### config.mk
export PLATFORM = sky130hd
export DESIGN_NAME = joystick_to_four_wheel_drive
export DESIGN_NICKNAME = d
export VERILOG_FILES = /design/src/design/jtfwd_pkg.sv /design/src/design/joystick_to_four_wheel_drive.sv
export VERILOG_INCLUDE_DIRS = /design/src /design/src/design
export SDC_FILE = /design/constraint.sdc
export NUM_CORES = 1
export LEC_CHECK = 0
export ABC_AREA = 1
export BUFFER_PORTS_ARGS = -buffer_cell sky130_fd_sc_hd__buf_2
export CAP_MARGIN = 0
export CORE_AREA = 2 2 403 205
export CTS_BUF_LIST = sky130_fd_sc_hd__clkbuf_4 sky130_fd_sc_hd__clkbuf_8
export DETAILED_ROUTE_END_ITERATION = 7
export DIE_AREA = 0 0 405 207
export SYNTH_ARGS = -nofsm -noshare
export SYNTH_HDL_FRONTEND = slang
export SYNTH_SLANG_ARGS = --single-unit
### constraint.sdc
create_clock -name i_clk -period 8.15 [get_ports i_clk]
set_clock_uncertainty 0.15 [all_clocks]
set_input_delay 0.4075 -clock i_clk [delete_from_list [all_inputs] [get_ports i_clk]]
set_output_delay 0.4075 -clock i_clk [all_outputs]
set_load 0.03 [all_outputs]
### src/design/joystick_to_four_wheel_drive_macros.svh
// Assertion macros for the joystick to four-wheel drive block.
`ifndef JOYSTICK_TO_FOUR_WHEEL_DRIVE_MACROS_SVH
`define JOYSTICK_TO_FOUR_WHEEL_DRIVE_MACROS_SVH
`ifndef NO_ASSERTIONS
// same-cycle implication
`define JTFWD_ASSERT_SAME(label, clk, rst_n, ante, cons) \
    label: assert property (@(posedge clk) disable iff (!rst_n) (ante) |-> (cons)) \
        else $error("jtfwd same-cycle check failed");
// next-cycle implication
`define JTFWD_ASSERT_NEXT(label, clk, rst_n, ante, cons) \
    label: assert property (@(posedge clk) disable iff (!rst_n) (ante) |=> (cons)) \
        else $error("jtfwd next-cycle check failed");
`else
`define JTFWD_ASSERT_SAME(label, clk, rst_n, ante, cons)
`define JTFWD_ASSERT_NEXT(label, clk, rst_n, ante, cons)
`endif
`endif

### src/design/jtfwd_pkg.sv
// Package: types, patterns, register indexes and thresholds for the drive controller.
package jtfwd_pkg;

    localparam int STICK_FRAC_BITS = 14;

    localparam int STICK_W = 16;
    localparam int CFG_W   = 15;
    localparam int DUTY_W  = 8;
    localparam int CFG_IDX_W = 3;

    // direction thresholds, widened so any fraction width compares exactly
    localparam logic signed [17:0] HALF_TH  = 18'(1 << (STICK_FRAC_BITS - 1));
    localparam logic signed [17:0] EIGHT_TH = 18'((4 << STICK_FRAC_BITS) / 5);

    localparam logic [7:0] PAT_UP         = 8'hA5;
    localparam logic [7:0] PAT_UP_RIGHT   = 8'h21;
    localparam logic [7:0] PAT_UP_LEFT    = 8'h84;
    localparam logic [7:0] PAT_DOWN       = 8'h5A;
    localparam logic [7:0] PAT_DOWN_LEFT  = 8'h48;
    localparam logic [7:0] PAT_DOWN_RIGHT = 8'h12;
    localparam logic [7:0] PAT_LEFT       = 8'h96;
    localparam logic [7:0] PAT_RIGHT      = 8'h69;
    localparam logic [7:0] PAT_CW         = 8'h55;
    localparam logic [7:0] PAT_CCW        = 8'hAA;

    localparam logic [1:0] LIFT_STOP  = 2'd0;
    localparam logic [1:0] LIFT_UP    = 2'd1;
    localparam logic [1:0] LIFT_LOWER = 2'd2;

    localparam logic [CFG_IDX_W-1:0] CFG_STICK_LOW     = 3'd0;
    localparam logic [CFG_IDX_W-1:0] CFG_STICK_HIGH    = 3'd1;
    localparam logic [CFG_IDX_W-1:0] CFG_DUTY_LOW      = 3'd2;
    localparam logic [CFG_IDX_W-1:0] CFG_DUTY_HIGH     = 3'd3;
    localparam logic [CFG_IDX_W-1:0] CFG_LIFT_DEADZONE = 3'd4;
    localparam logic [CFG_IDX_W-1:0] CFG_TURN_DEADZONE = 3'd5;
    localparam logic [CFG_IDX_W-1:0] CFG_SENSOR_GATING = 3'd6;

    typedef enum logic [2:0] {
        S_IDLE,
        S_DRIVE,
        S_DRIVE_DIV,
        S_TURN,
        S_TURN_DIV,
        S_DONE
    } t_state;

endpackage

### src/design/joystick_to_four_wheel_drive.sv
// Top level: joystick sample to H-bridge pattern, PWM duty and lift command.

// The result of an item is registered as the sequencer leaves its last step,
// and the block turns ready at that same edge. After acceptance the sequencer
// steps through drive, turn and done, with a division after drive or turn for
// each duty scaling that falls in the linear range. Both scalings share one
// multiplier and one restoring divider that yields one quotient bit per cycle
// (8 bits). A new item is accepted once the sequencer is idle, even while the
// previous result still waits on the output register; a result that finds the
// output register still full holds the sequencer in its last step. Lift and
// turn deadzones, the stick range and the duty clamps are written through the
// configuration port only while no item is in flight: a user rule, not enforced.

`include "joystick_to_four_wheel_drive_macros.svh"

module joystick_to_four_wheel_drive (
    input  logic                                   i_clk,
    input  logic                                   i_rst_n,
    input  logic                                   i_cfg_we,
    input  logic [jtfwd_pkg::CFG_IDX_W-1:0]        i_cfg_index,
    input  logic [jtfwd_pkg::CFG_W-1:0]            i_cfg_data,
    input  logic                                   i_in_valid,
    output logic                                   o_in_ready,
    input  logic signed [jtfwd_pkg::STICK_W-1:0]   i_lift_stick,
    input  logic signed [jtfwd_pkg::STICK_W-1:0]   i_turn_stick,
    input  logic signed [jtfwd_pkg::STICK_W-1:0]   i_drive_x,
    input  logic signed [jtfwd_pkg::STICK_W-1:0]   i_drive_y,
    input  logic                                   i_clear_left,
    input  logic                                   i_clear_right,
    input  logic                                   i_clear_front,
    input  logic                                   i_clear_back,
    output logic                                   o_out_valid,
    input  logic                                   i_out_ready,
    output logic [7:0]                             o_bridge_pins,
    output logic [jtfwd_pkg::DUTY_W-1:0]           o_duty,
    output logic [1:0]                             o_lift_command
);
    import jtfwd_pkg::*;

    // configuration
    logic [CFG_W-1:0]  r_stick_low, r_stick_high, r_lift_dz, r_turn_dz;
    logic [DUTY_W-1:0] r_duty_low, r_duty_high;
    logic              r_gate;

    // control and held state
    t_state r_state, n_state;
    logic              r_out_valid, n_out_valid;
    logic [7:0]        r_held_pattern, n_held_pattern;
    logic [DUTY_W-1:0] r_held_drive_duty, n_held_drive_duty;

    // item payload and divider datapath
    logic signed [STICK_W-1:0] r_x, n_x, r_y, n_y, r_turn, n_turn;
    logic [3:0]        r_clr, n_clr;
    logic [1:0]        r_lift_cmd, n_lift_cmd;
    logic [DUTY_W-1:0] r_duty_res, n_duty_res;
    logic [22:0]       r_rem, n_rem, r_dsh, n_dsh;
    logic [7:0]        r_quo, n_quo;
    logic [2:0]        r_cnt, n_cnt;
    logic [7:0]        r_o_pins, n_o_pins;
    logic [DUTY_W-1:0] r_o_duty, n_o_duty;
    logic [1:0]        r_o_lift, n_o_lift;

    logic in_acc;
    logic in_div;
    logic signed [16:0] lift_ext, dz_ext;
    logic [STICK_W-1:0] ax, ay, turn_mag;
    logic signed [17:0] xs, ys;
    logic ok_l, ok_r, ok_f, ok_b;
    logic drv_take;
    logic [7:0] drv_pat;
    logic turn_on;

    // shared scaling front end
    logic [STICK_W-1:0] sc_m;
    logic signed [15:0] sc_den;
    logic signed [16:0] sc_den_ext, sc_d;
    logic signed [8:0]  sc_w;
    logic               sc_fast;
    logic [DUTY_W-1:0]  sc_fast_val;
    logic [22:0]        sc_prod;

    // divider step
    logic        dv_ge;
    logic [7:0]  dv_quo;
    logic [8:0]  dv_sum;

    assign in_acc = i_in_valid && o_in_ready;
    assign in_div = (r_state == S_DRIVE_DIV) || (r_state == S_TURN_DIV);
    assign o_in_ready = (r_state == S_IDLE);
    assign o_out_valid = r_out_valid;
    assign o_bridge_pins = r_o_pins;
    assign o_duty = r_o_duty;
    assign o_lift_command = r_o_lift;

    assign lift_ext = {i_lift_stick[STICK_W-1], i_lift_stick};
    assign dz_ext   = {2'b00, r_lift_dz};

    assign ax       = r_x[STICK_W-1] ? 16'(-r_x) : r_x;
    assign ay       = r_y[STICK_W-1] ? 16'(-r_y) : r_y;
    assign turn_mag = r_turn[STICK_W-1] ? 16'(-r_turn) : r_turn;
    assign xs = {{2{r_x[STICK_W-1]}}, r_x};
    assign ys = {{2{r_y[STICK_W-1]}}, r_y};
    assign ok_l = !r_gate || r_clr[3];
    assign ok_r = !r_gate || r_clr[2];
    assign ok_f = !r_gate || r_clr[1];
    assign ok_b = !r_gate || r_clr[0];
    assign turn_on = (turn_mag >= {1'b0, r_turn_dz});

    always_comb begin
        drv_take = 1'b0;
        drv_pat  = PAT_LEFT;
        if (ax >= ay) begin
            if (xs < 0 && ok_l) begin
                drv_take = 1'b1;
                drv_pat  = PAT_LEFT;
                if (xs < -HALF_TH && ys > EIGHT_TH) begin
                    drv_pat = PAT_UP_LEFT;
                end else if (xs < -HALF_TH && ys < -EIGHT_TH) begin
                    drv_pat = PAT_DOWN_LEFT;
                end
            end else if (xs > 0 && ok_r) begin
                drv_take = 1'b1;
                drv_pat  = PAT_RIGHT;
                if (xs > HALF_TH && ys > EIGHT_TH) begin
                    drv_pat = PAT_UP_RIGHT;
                end else if (xs > HALF_TH && ys < -EIGHT_TH) begin
                    drv_pat = PAT_DOWN_RIGHT;
                end
            end
        end else begin
            if (ys > 0 && ok_f) begin
                drv_take = 1'b1;
                drv_pat  = PAT_UP;
                if (xs > EIGHT_TH && ys > HALF_TH) begin
                    drv_pat = PAT_UP_RIGHT;
                end else if (xs < -EIGHT_TH && ys > HALF_TH) begin
                    drv_pat = PAT_UP_LEFT;
                end
            end else if (ys < 0 && ok_b) begin
                drv_take = 1'b1;
                drv_pat  = PAT_DOWN;
                if (xs > EIGHT_TH && ys < -HALF_TH) begin
                    drv_pat = PAT_DOWN_RIGHT;
                end else if (xs < -EIGHT_TH && ys < -HALF_TH) begin
                    drv_pat = PAT_DOWN_LEFT;
                end
            end
        end
    end

    // duty scaling: clamped cases resolve at once, the linear range divides
    assign sc_m       = (r_state == S_DRIVE) ? ((ax >= ay) ? ax : ay) : turn_mag;
    assign sc_den     = $signed({1'b0, r_stick_high}) - $signed({1'b0, r_stick_low});
    assign sc_den_ext = {sc_den[15], sc_den};
    assign sc_d       = $signed({1'b0, sc_m}) - $signed({2'b00, r_stick_low});
    assign sc_w       = $signed({1'b0, r_duty_high}) - $signed({1'b0, r_duty_low});
    assign sc_prod    = {8'b0, sc_d[14:0]} * {15'b0, sc_w[7:0]};

    always_comb begin
        sc_fast     = 1'b1;
        sc_fast_val = r_duty_low;
        if (sc_den[15] || sc_den == 16'sd0) begin
            sc_fast_val = (sc_d > 0) ? r_duty_high : r_duty_low;
        end else if (sc_w[8]) begin
            sc_fast_val = (sc_d < sc_den_ext) ? r_duty_high : r_duty_low;
        end else if (sc_d[16]) begin
            sc_fast_val = r_duty_low;
        end else if (sc_d > sc_den_ext) begin
            sc_fast_val = r_duty_high;
        end else begin
            sc_fast = 1'b0;
        end
    end

    assign dv_ge  = (r_rem >= r_dsh);
    assign dv_quo = {r_quo[6:0], dv_ge};
    assign dv_sum = {1'b0, r_duty_low} + {1'b0, dv_quo};

    always_comb begin
        n_state           = r_state;
        n_out_valid       = r_out_valid;
        n_held_pattern    = r_held_pattern;
        n_held_drive_duty = r_held_drive_duty;
        n_x        = r_x;
        n_y        = r_y;
        n_turn     = r_turn;
        n_clr      = r_clr;
        n_lift_cmd = r_lift_cmd;
        n_duty_res = r_duty_res;
        n_rem      = r_rem;
        n_dsh      = r_dsh;
        n_quo      = r_quo;
        n_cnt      = r_cnt;
        n_o_pins   = r_o_pins;
        n_o_duty   = r_o_duty;
        n_o_lift   = r_o_lift;

        if (r_out_valid && i_out_ready) begin
            n_out_valid = 1'b0;
        end

        case (r_state)
            S_IDLE: begin
                if (in_acc) begin
                    n_x    = i_drive_x;
                    n_y    = i_drive_y;
                    n_turn = i_turn_stick;
                    n_clr  = {i_clear_left, i_clear_right, i_clear_front, i_clear_back};
                    if (lift_ext > dz_ext) begin
                        n_lift_cmd = LIFT_UP;
                    end else if (lift_ext < -dz_ext) begin
                        n_lift_cmd = LIFT_LOWER;
                    end else begin
                        n_lift_cmd = LIFT_STOP;
                    end
                    n_state = S_DRIVE;
                end
            end
            S_DRIVE: begin
                n_state = S_TURN;
                if (drv_take) begin
                    n_held_pattern = drv_pat;
                    if (sc_fast) begin
                        n_held_drive_duty = sc_fast_val;
                    end else begin
                        n_rem   = sc_prod;
                        n_dsh   = {1'b0, sc_den[14:0], 7'b0};
                        n_quo   = 8'd0;
                        n_cnt   = 3'd0;
                        n_state = S_DRIVE_DIV;
                    end
                end
            end
            S_DRIVE_DIV: begin
                n_rem = dv_ge ? (r_rem - r_dsh) : r_rem;
                n_dsh = r_dsh >> 1;
                n_quo = dv_quo;
                n_cnt = r_cnt + 3'd1;
                if (r_cnt == 3'd7) begin
                    n_held_drive_duty = dv_sum[7:0];
                    n_state = S_TURN;
                end
            end
            S_TURN: begin
                n_state = S_DONE;
                if (turn_on) begin
                    n_held_pattern = r_turn[STICK_W-1] ? PAT_CW : PAT_CCW;
                    if (sc_fast) begin
                        n_duty_res = sc_fast_val;
                    end else begin
                        n_rem   = sc_prod;
                        n_dsh   = {1'b0, sc_den[14:0], 7'b0};
                        n_quo   = 8'd0;
                        n_cnt   = 3'd0;
                        n_state = S_TURN_DIV;
                    end
                end else begin
                    n_duty_res = r_held_drive_duty;
                end
            end
            S_TURN_DIV: begin
                n_rem = dv_ge ? (r_rem - r_dsh) : r_rem;
                n_dsh = r_dsh >> 1;
                n_quo = dv_quo;
                n_cnt = r_cnt + 3'd1;
                if (r_cnt == 3'd7) begin
                    n_duty_res = dv_sum[7:0];
                    n_state = S_DONE;
                end
            end
            S_DONE: begin
                if (!r_out_valid || i_out_ready) begin
                    n_o_pins    = r_held_pattern;
                    n_o_duty    = r_duty_res;
                    n_o_lift    = r_lift_cmd;
                    n_out_valid = 1'b1;
                    n_state     = S_IDLE;
                end
            end
            default: begin
                n_state = S_IDLE;
            end
        endcase
    end

    always_ff @(posedge i_clk) begin
        if (!i_rst_n) begin
            r_state           <= S_IDLE;
            r_out_valid       <= 1'b0;
            r_held_pattern    <= 8'd0;
            r_held_drive_duty <= '0;
            r_stick_low       <= 15'd0;
            r_stick_high      <= 15'd16384;
            r_duty_low        <= 8'd0;
            r_duty_high       <= 8'd255;
            r_lift_dz         <= 15'd1638;
            r_turn_dz         <= 15'd1638;
            r_gate            <= 1'b0;
        end else begin
            r_state           <= n_state;
            r_out_valid       <= n_out_valid;
            r_held_pattern    <= n_held_pattern;
            r_held_drive_duty <= n_held_drive_duty;
            if (i_cfg_we) begin
                case (i_cfg_index)
                    CFG_STICK_LOW:     r_stick_low  <= i_cfg_data;
                    CFG_STICK_HIGH:    r_stick_high <= i_cfg_data;
                    CFG_DUTY_LOW:      r_duty_low   <= i_cfg_data[DUTY_W-1:0];
                    CFG_DUTY_HIGH:     r_duty_high  <= i_cfg_data[DUTY_W-1:0];
                    CFG_LIFT_DEADZONE: r_lift_dz    <= i_cfg_data;
                    CFG_TURN_DEADZONE: r_turn_dz    <= i_cfg_data;
                    CFG_SENSOR_GATING: r_gate       <= i_cfg_data[0];
                    default: begin
                    end
                endcase
            end
        end
    end

    always_ff @(posedge i_clk) begin
        r_x        <= n_x;
        r_y        <= n_y;
        r_turn     <= n_turn;
        r_clr      <= n_clr;
        r_lift_cmd <= n_lift_cmd;
        r_duty_res <= n_duty_res;
        r_rem      <= n_rem;
        r_dsh      <= n_dsh;
        r_quo      <= n_quo;
        r_cnt      <= n_cnt;
        r_o_pins   <= n_o_pins;
        r_o_duty   <= n_o_duty;
        r_o_lift   <= n_o_lift;
    end

    `JTFWD_ASSERT_NEXT(a_accept_starts, i_clk, i_rst_n, in_acc, r_state == S_DRIVE)
    `JTFWD_ASSERT_SAME(a_div_bound, i_clk, i_rst_n, in_div, r_rem < {r_dsh[21:0], 1'b0})
    `JTFWD_ASSERT_NEXT(a_done_loads, i_clk, i_rst_n, r_state == S_DONE && !r_out_valid,
        r_out_valid && r_state == S_IDLE)

endmodule
==> metrics, run 1 <==
Site Rows 74; top_reg_cell synth edfxtp_1; largest net degree at the start of global routing 79; Hold Crit Class input port to flip-flop; CP max stage delay 0.58 ns; EDFF count, synth 136; Die Wd 405 um; Hold Slack 0.0232 ns; Data arrival, critical path 8.64 ns; Clk Tree Root Cell clkbuf_8; total track usage 17.7%; vias in the first global route 18800; synthesized flop and latch total 233; r2r worst-path depth 41; top cell type's share of synthesized area 20.4%; Final WS setup -0.293 ns; syn_nets 3033; P&R area growth vs syn 35.4%; final setup fails 7; total wire length 77500 um; largest cells by area after synthesis edfxtp_1 20%, ha_1 12%, dfxtp_1 9.7%, nand2_1 9.1%, fa_1 8.3%; top-count cell post-synth nand2_1; Synth area leader edfxtp_1; Hold Fails Final Rpt 0; unique cell type count in the Yosys netlist 57; design area 27100 um2; Post-synth ARST share 0%; fin crit share 104%; I/O pin total 111; register area share after synthesis 30.1%; Initial Util 24.8%; most frequent cells after synthesis 487 x nand2_1, 419 x inv_1, 321 x nor2_1, 217 x a21oi_1, 205 x o21ai_0; max-cap check violation count 0; Detail Route Antenna Nets 0; Max FO, Critical Path 7; DR WL/cell 18.1 um; hpwl dp 59700 um; Yosys warnings 0; Worst setup EP type flip-flop; Clock transition at path regs 0.08 ns; slowest CP cell fa_2; Clock Latency Late Sink 0.63 ns; Die H 207 um; Max Root-Sink Buffers 3; cell mode on critical path ha_4; Final Max Slew Viols 0; clock tree sinks 233; 1st-iter DRT viols 2319; gp weighted congestion 0.962; Worst setup SP type flip-flop; Hold Path Stages 3; layout cells sized above 1 25.9%; Req. time, crit path 8.35 ns; Syn Area/Cell 7.51 um2; outcome finished with violations; Port-buffer cells 110; first-pass GRT wire length 114000 um; Slew @ Worst Pin 1.43 ns; Core Box Area 80600 um2; CTS tree built; antenna violations before repair 6; failing checks setup timing; H-tree levels 2; Layout Nets 3515; RSZ-0062 raised after global routing true; GRT overflow 0; max frequency 118 MHz; Mapped Cells 2661; TritonRoute pass-1 iters 7; Vias/cell 4.76; Num CTS Buffers 35; Setup CP Type flip-flop to flip-flop; Slew headroom 3.88%; Vias 20300; Total Neg Setup Slack -1.17 ns; DRC viols 0; Placed Area 23500 um2; die area 83800 um2; Final min period 8.44 ns; Mapped Area 20000 um2
-- layer usage --
| layer | vias up | global-route usage (%) | part of all wire [%] |
|---|---|---|---|
| li1 | 9712 | - | - |
| met1 | 9458 | 28.4 | 50 |
| met2 | 1054 | 19.0 | 32 |
| met3 | 116 | 9.89 | 17 |
| met4 | 6 | 2.62 | 1.4 |
| met5 | - | 2.60 | 0.41 |
-- sequential cells by signal, indices dropped and copies added (netlist names), 16 cells and up --
register,count
r_dsh,23
r_rem,23
r_turn,16
r_x,16
r_y,16
-- timing repair --
| item | in CTS | in global routing |
|---|---|---|
| gates resized for setup | 187 | 222 |
| gates cloned | 0 | 3 |
| hold endpoints to repair | 54 | 0 |
| endpoints found under the setup margin | 14 | 98 |
| buffers inserted | 76 | 35 |
| pin swaps | 111 | 151 |
| hold buffers | 55 | 0 |
-- critical path: cells and delay by family, from the launching register on --
kind / cells / cell delay [ns]
compound gates: 7 / 1.24
xor+xnor: 2 / 0.53
fa+ha+maj: 8 / 2.71
buf+inv: 7 / 0.77
flops: 1 / 0.42
simple gates: 17 / 2.32
-- final timing paths --
kind	startpoint	to	slack (ns)
setup / recovery	r_x[0]	r_rem[22]	-0.29
hold / removal	i_cfg_data[12]	r_stick_high[12]	0.02
setup reg to reg	r_x[0]	r_rem[22]	-0.29
hold reg to reg	r_lift_cmd[0]	o_lift_command[0]	0.28
-- placed cells by master, fill, tap and decap left out, types with 15 or more instances in the layout --
cell type      count
buf_6             28
dfxtp_1           97
inv_2             36
o21ai_1           25
nand4_1           19
nor2_1           277
nand3_1          132
nand2_4           24
o21ai_2           15
o211ai_1          15
a21oi_1          184
nor2_2            26
fa_1              74
buf_2            111
edfxtp_1         136
o21ai_0          168
nand2_2           50
nor2_4            21
dlygate4sd3_1     55
xnor2_1           17
inv_1            389
nand3_2           15
xor2_1            61
buf_4            313
nand2_1          419
ha_1             172
ha_4              22
nor3_1            29
clkbuf_8          36
a21oi_2           25
-- through the flow --
step | instances | setup WS (ns) | util [%]
floorplan | 2661 | 0.000664 | -
global placement | 4049 | -0.706 | 29.1
detailed placement | 4049 | -0.870 | 29.1
CTS | 4241 | -0.00763 | 32.2
global route | 4270 | -0.562 | 33.6
finish | 4272 | -0.293 | 33.6
-- logic make-up after synthesis --
group                      count (synthesis)  synth area share (%)
AOI/OAI and AO/OA                        515                  14.0
xor gates and xnor gates                  85                  3.80
adders and majority gates                281                  20.7
buffers and inverters                    497                  9.43
DFF                                      233                  30.1
and+or+nand+nor                         1050                  22.0
-- cell type report --
type                    instances  area, um2
multi-input cells            1932      13500
inverters                     431       1630
flip-flops and latches        233       6030
well taps                    1102       1380
clock inverters                22        168
fillers                      8431      53600
diodes                          2       5.00
repair buffers                510       3840
clock buffers                  40        526
Power of run 1 is not shown: default switching activity piles up to over one toggle a cycle in this logic, so the estimate is an artifact.
==> inputs of run 2 (changes only) <==
--- a/config.mk
+++ b/config.mk
@@ -9,10 +9,13 @@
 export ABC_AREA = 1
 export BUFFER_PORTS_ARGS = -buffer_cell sky130_fd_sc_hd__buf_2
 export CAP_MARGIN = 0
+export CELL_PAD_IN_SITES_DETAIL_PLACEMENT = 1
+export CELL_PAD_IN_SITES_GLOBAL_PLACEMENT = 1
 export CORE_AREA = 2 2 403 205
 export CTS_BUF_LIST = sky130_fd_sc_hd__clkbuf_4 sky130_fd_sc_hd__clkbuf_8
 export DETAILED_ROUTE_END_ITERATION = 7
 export DIE_AREA = 0 0 405 207
+export PLACE_DENSITY_LB_ADDON = 0.1
 export SYNTH_ARGS = -nofsm -noshare
 export SYNTH_HDL_FRONTEND = slang
 export SYNTH_SLANG_ARGS = --single-unit
==> metrics, run 2 (synthesized netlist as in run 1, its figures left out) <==
Filler Cell Count 9726; Detail Route Antenna Nets 0; met1 usage 34.7%; max-cap check violation count 0; Num CTS Buffers 44; largest net degree at the start of global routing 79; Inst Count DP 4068; total wire length 88000 um; Die H 207 um; gp weighted congestion 0.869; GRT Max-Usage Layer met1; Vias 20000; TritonRoute pass-1 iters 4; Reg-to-Reg End r_rem[22]; Worst setup EP type flip-flop; worst slack at placement -1.19 ns; fin crit share 102%; CP max stage delay 0.51 ns; Site Rows 74; DRC viols 0; r2r setup slk -0.18 ns; Largest regs r_dsh (23), r_rem (23); clock tree sinks 233; Core Box Area 80600 um2; Data arrival, critical path 8.59 ns; Max FO, Critical Path 5; Initial Util 24.8%; H-tree levels 2; 1st-iter DRT viols 1218; Hold Path Stages 3; Slew @ Worst Pin 1.12 ns; Clk Tree Root Cell clkbuf_8; Slew headroom 24.8%; Total Neg Setup Slack -0.299 ns; Hold Crit Class input port to flip-flop; commonest non-fill, non-tap cell in the layout nand2_1; RSZ-0062 raised after global routing true; Final WS setup -0.177 ns; Clock Latency Late Sink 0.69 ns; outcome finished with violations; Port-buffer cells 110; hold_sp i_cfg_data[12]; Hold Fails Final Rpt 0; Req. time, crit path 8.41 ns; Final Max Slew Viols 0; Reg-to-Reg Start r_y[2]; DR WL/cell 20.5 um; r2r worst-path depth 46; total track usage 20.8%; Layout Nets 3535; hpwl dp 70900 um; Critical path origin r_y[2]; Max Root-Sink Buffers 3; CTS tree built; P&R area growth vs syn 39.0%; Die Wd 405 um; Worst setup SP type flip-flop; Setup CP Type flip-flop to flip-flop; final cell count without fillers 4301; Vias/cell 4.66; final core occ 34.5%; final setup fails 5; slowest CP cell fa_1; failing checks setup timing; first-pass GRT wire length 132000 um; I/O pin total 111; Clock transition at path regs 0.06 ns; die area 83800 um2; antenna violations before repair 6; vias in the first global route 20900; most frequent cells in the layout 412 x nand2_1, 380 x inv_1, 319 x buf_4; Multi-input gate area 13800 um2; Sequential cell area 6030 um2; met3 usage 5.79%; GRT overflow 0; Final min period 8.33 ns; max frequency 120 MHz; met2 Track Usage GR 25.7%; Hold EP r_stick_high[12]; layout cells sized above 1 28.1%
## run 2: cell types whose count changed in the layout (fill, tap and decap cells not counted), moves of 10 or more
cell and delta:
nor2_1 -17, clkbuf_8 +16, nor2_2 +13, ha_4 +12
ha_1 -11, dlygate4sd3_1 +10
## run 2: timing repair
action | in CTS | in global routing
setup endpoints to repair | 16 | 17
gates resized for setup | 290 | 189
hold buffers | 65 | 0
endpoints found under the hold margin | 69 | 0
buffers inserted | 60 | 31
pin swaps | 153 | 124
## run 2: how the worst max path moves through the flow
stage | end | slack (ns) | depth (start not counted)
global route | r_rem[22] | -0.56 | 46
detailed placement | r_rem[17] | -1.19 | 44
finish | r_rem[22] | -0.18 | 46
global placement | r_rem[22] | -1.18 | 45
floorplan | r_rem[20] | 0.0007 | 47
CTS | r_rem[22] | -0.13 | 45
## run 2: metal layers
| layer | share of wire [%] | wire, um |
|---|---|---|
| met1 | 56 | 49400 |
| met5 | 0 | 0 |
| met2 | 35 | 31100 |
| met4 | 1.0 | 887 |
| met3 | 7.5 | 6570 |
## run 2: layout make-up
| cell class | count | share of cell area (%) |
|---|---|---|
| diodes | 1 | 0.00900 |
| clock buffers | 65 | 2.93 |
| clock inverters | 16 | 0.648 |
| inverters | 431 | 5.89 |
| multi-input cells | 1931 | 49.7 |
| flip-flops and latches | 233 | 21.7 |
| well taps | 1102 | 4.96 |
| repair buffers | 522 | 14.1 |
## run 2: metrics by stage
stage               cell area, um2  hold WS [ns]
floorplan                    20000         0.250
detailed placement           23600         0.256
finish                       27800        0.0424
global placement             23600         0.257
global route                 27800        0.0168
CTS                          26800       0.00121
## run 2: critical path: cells and delay by family (launching register included)
kind / cells / cell delay [ns]
XOR/XNOR: 1 / 0.18
buffers and inverters: 13 / 1.29
AND/OR/NAND/NOR: 18 / 2.32
flip-flops: 1 / 0.40
adder cells (fa/ha/maj): 7 / 2.84
AO/OA/AOI/OAI: 7 / 0.84
Power of run 2 is left out for the same reason.
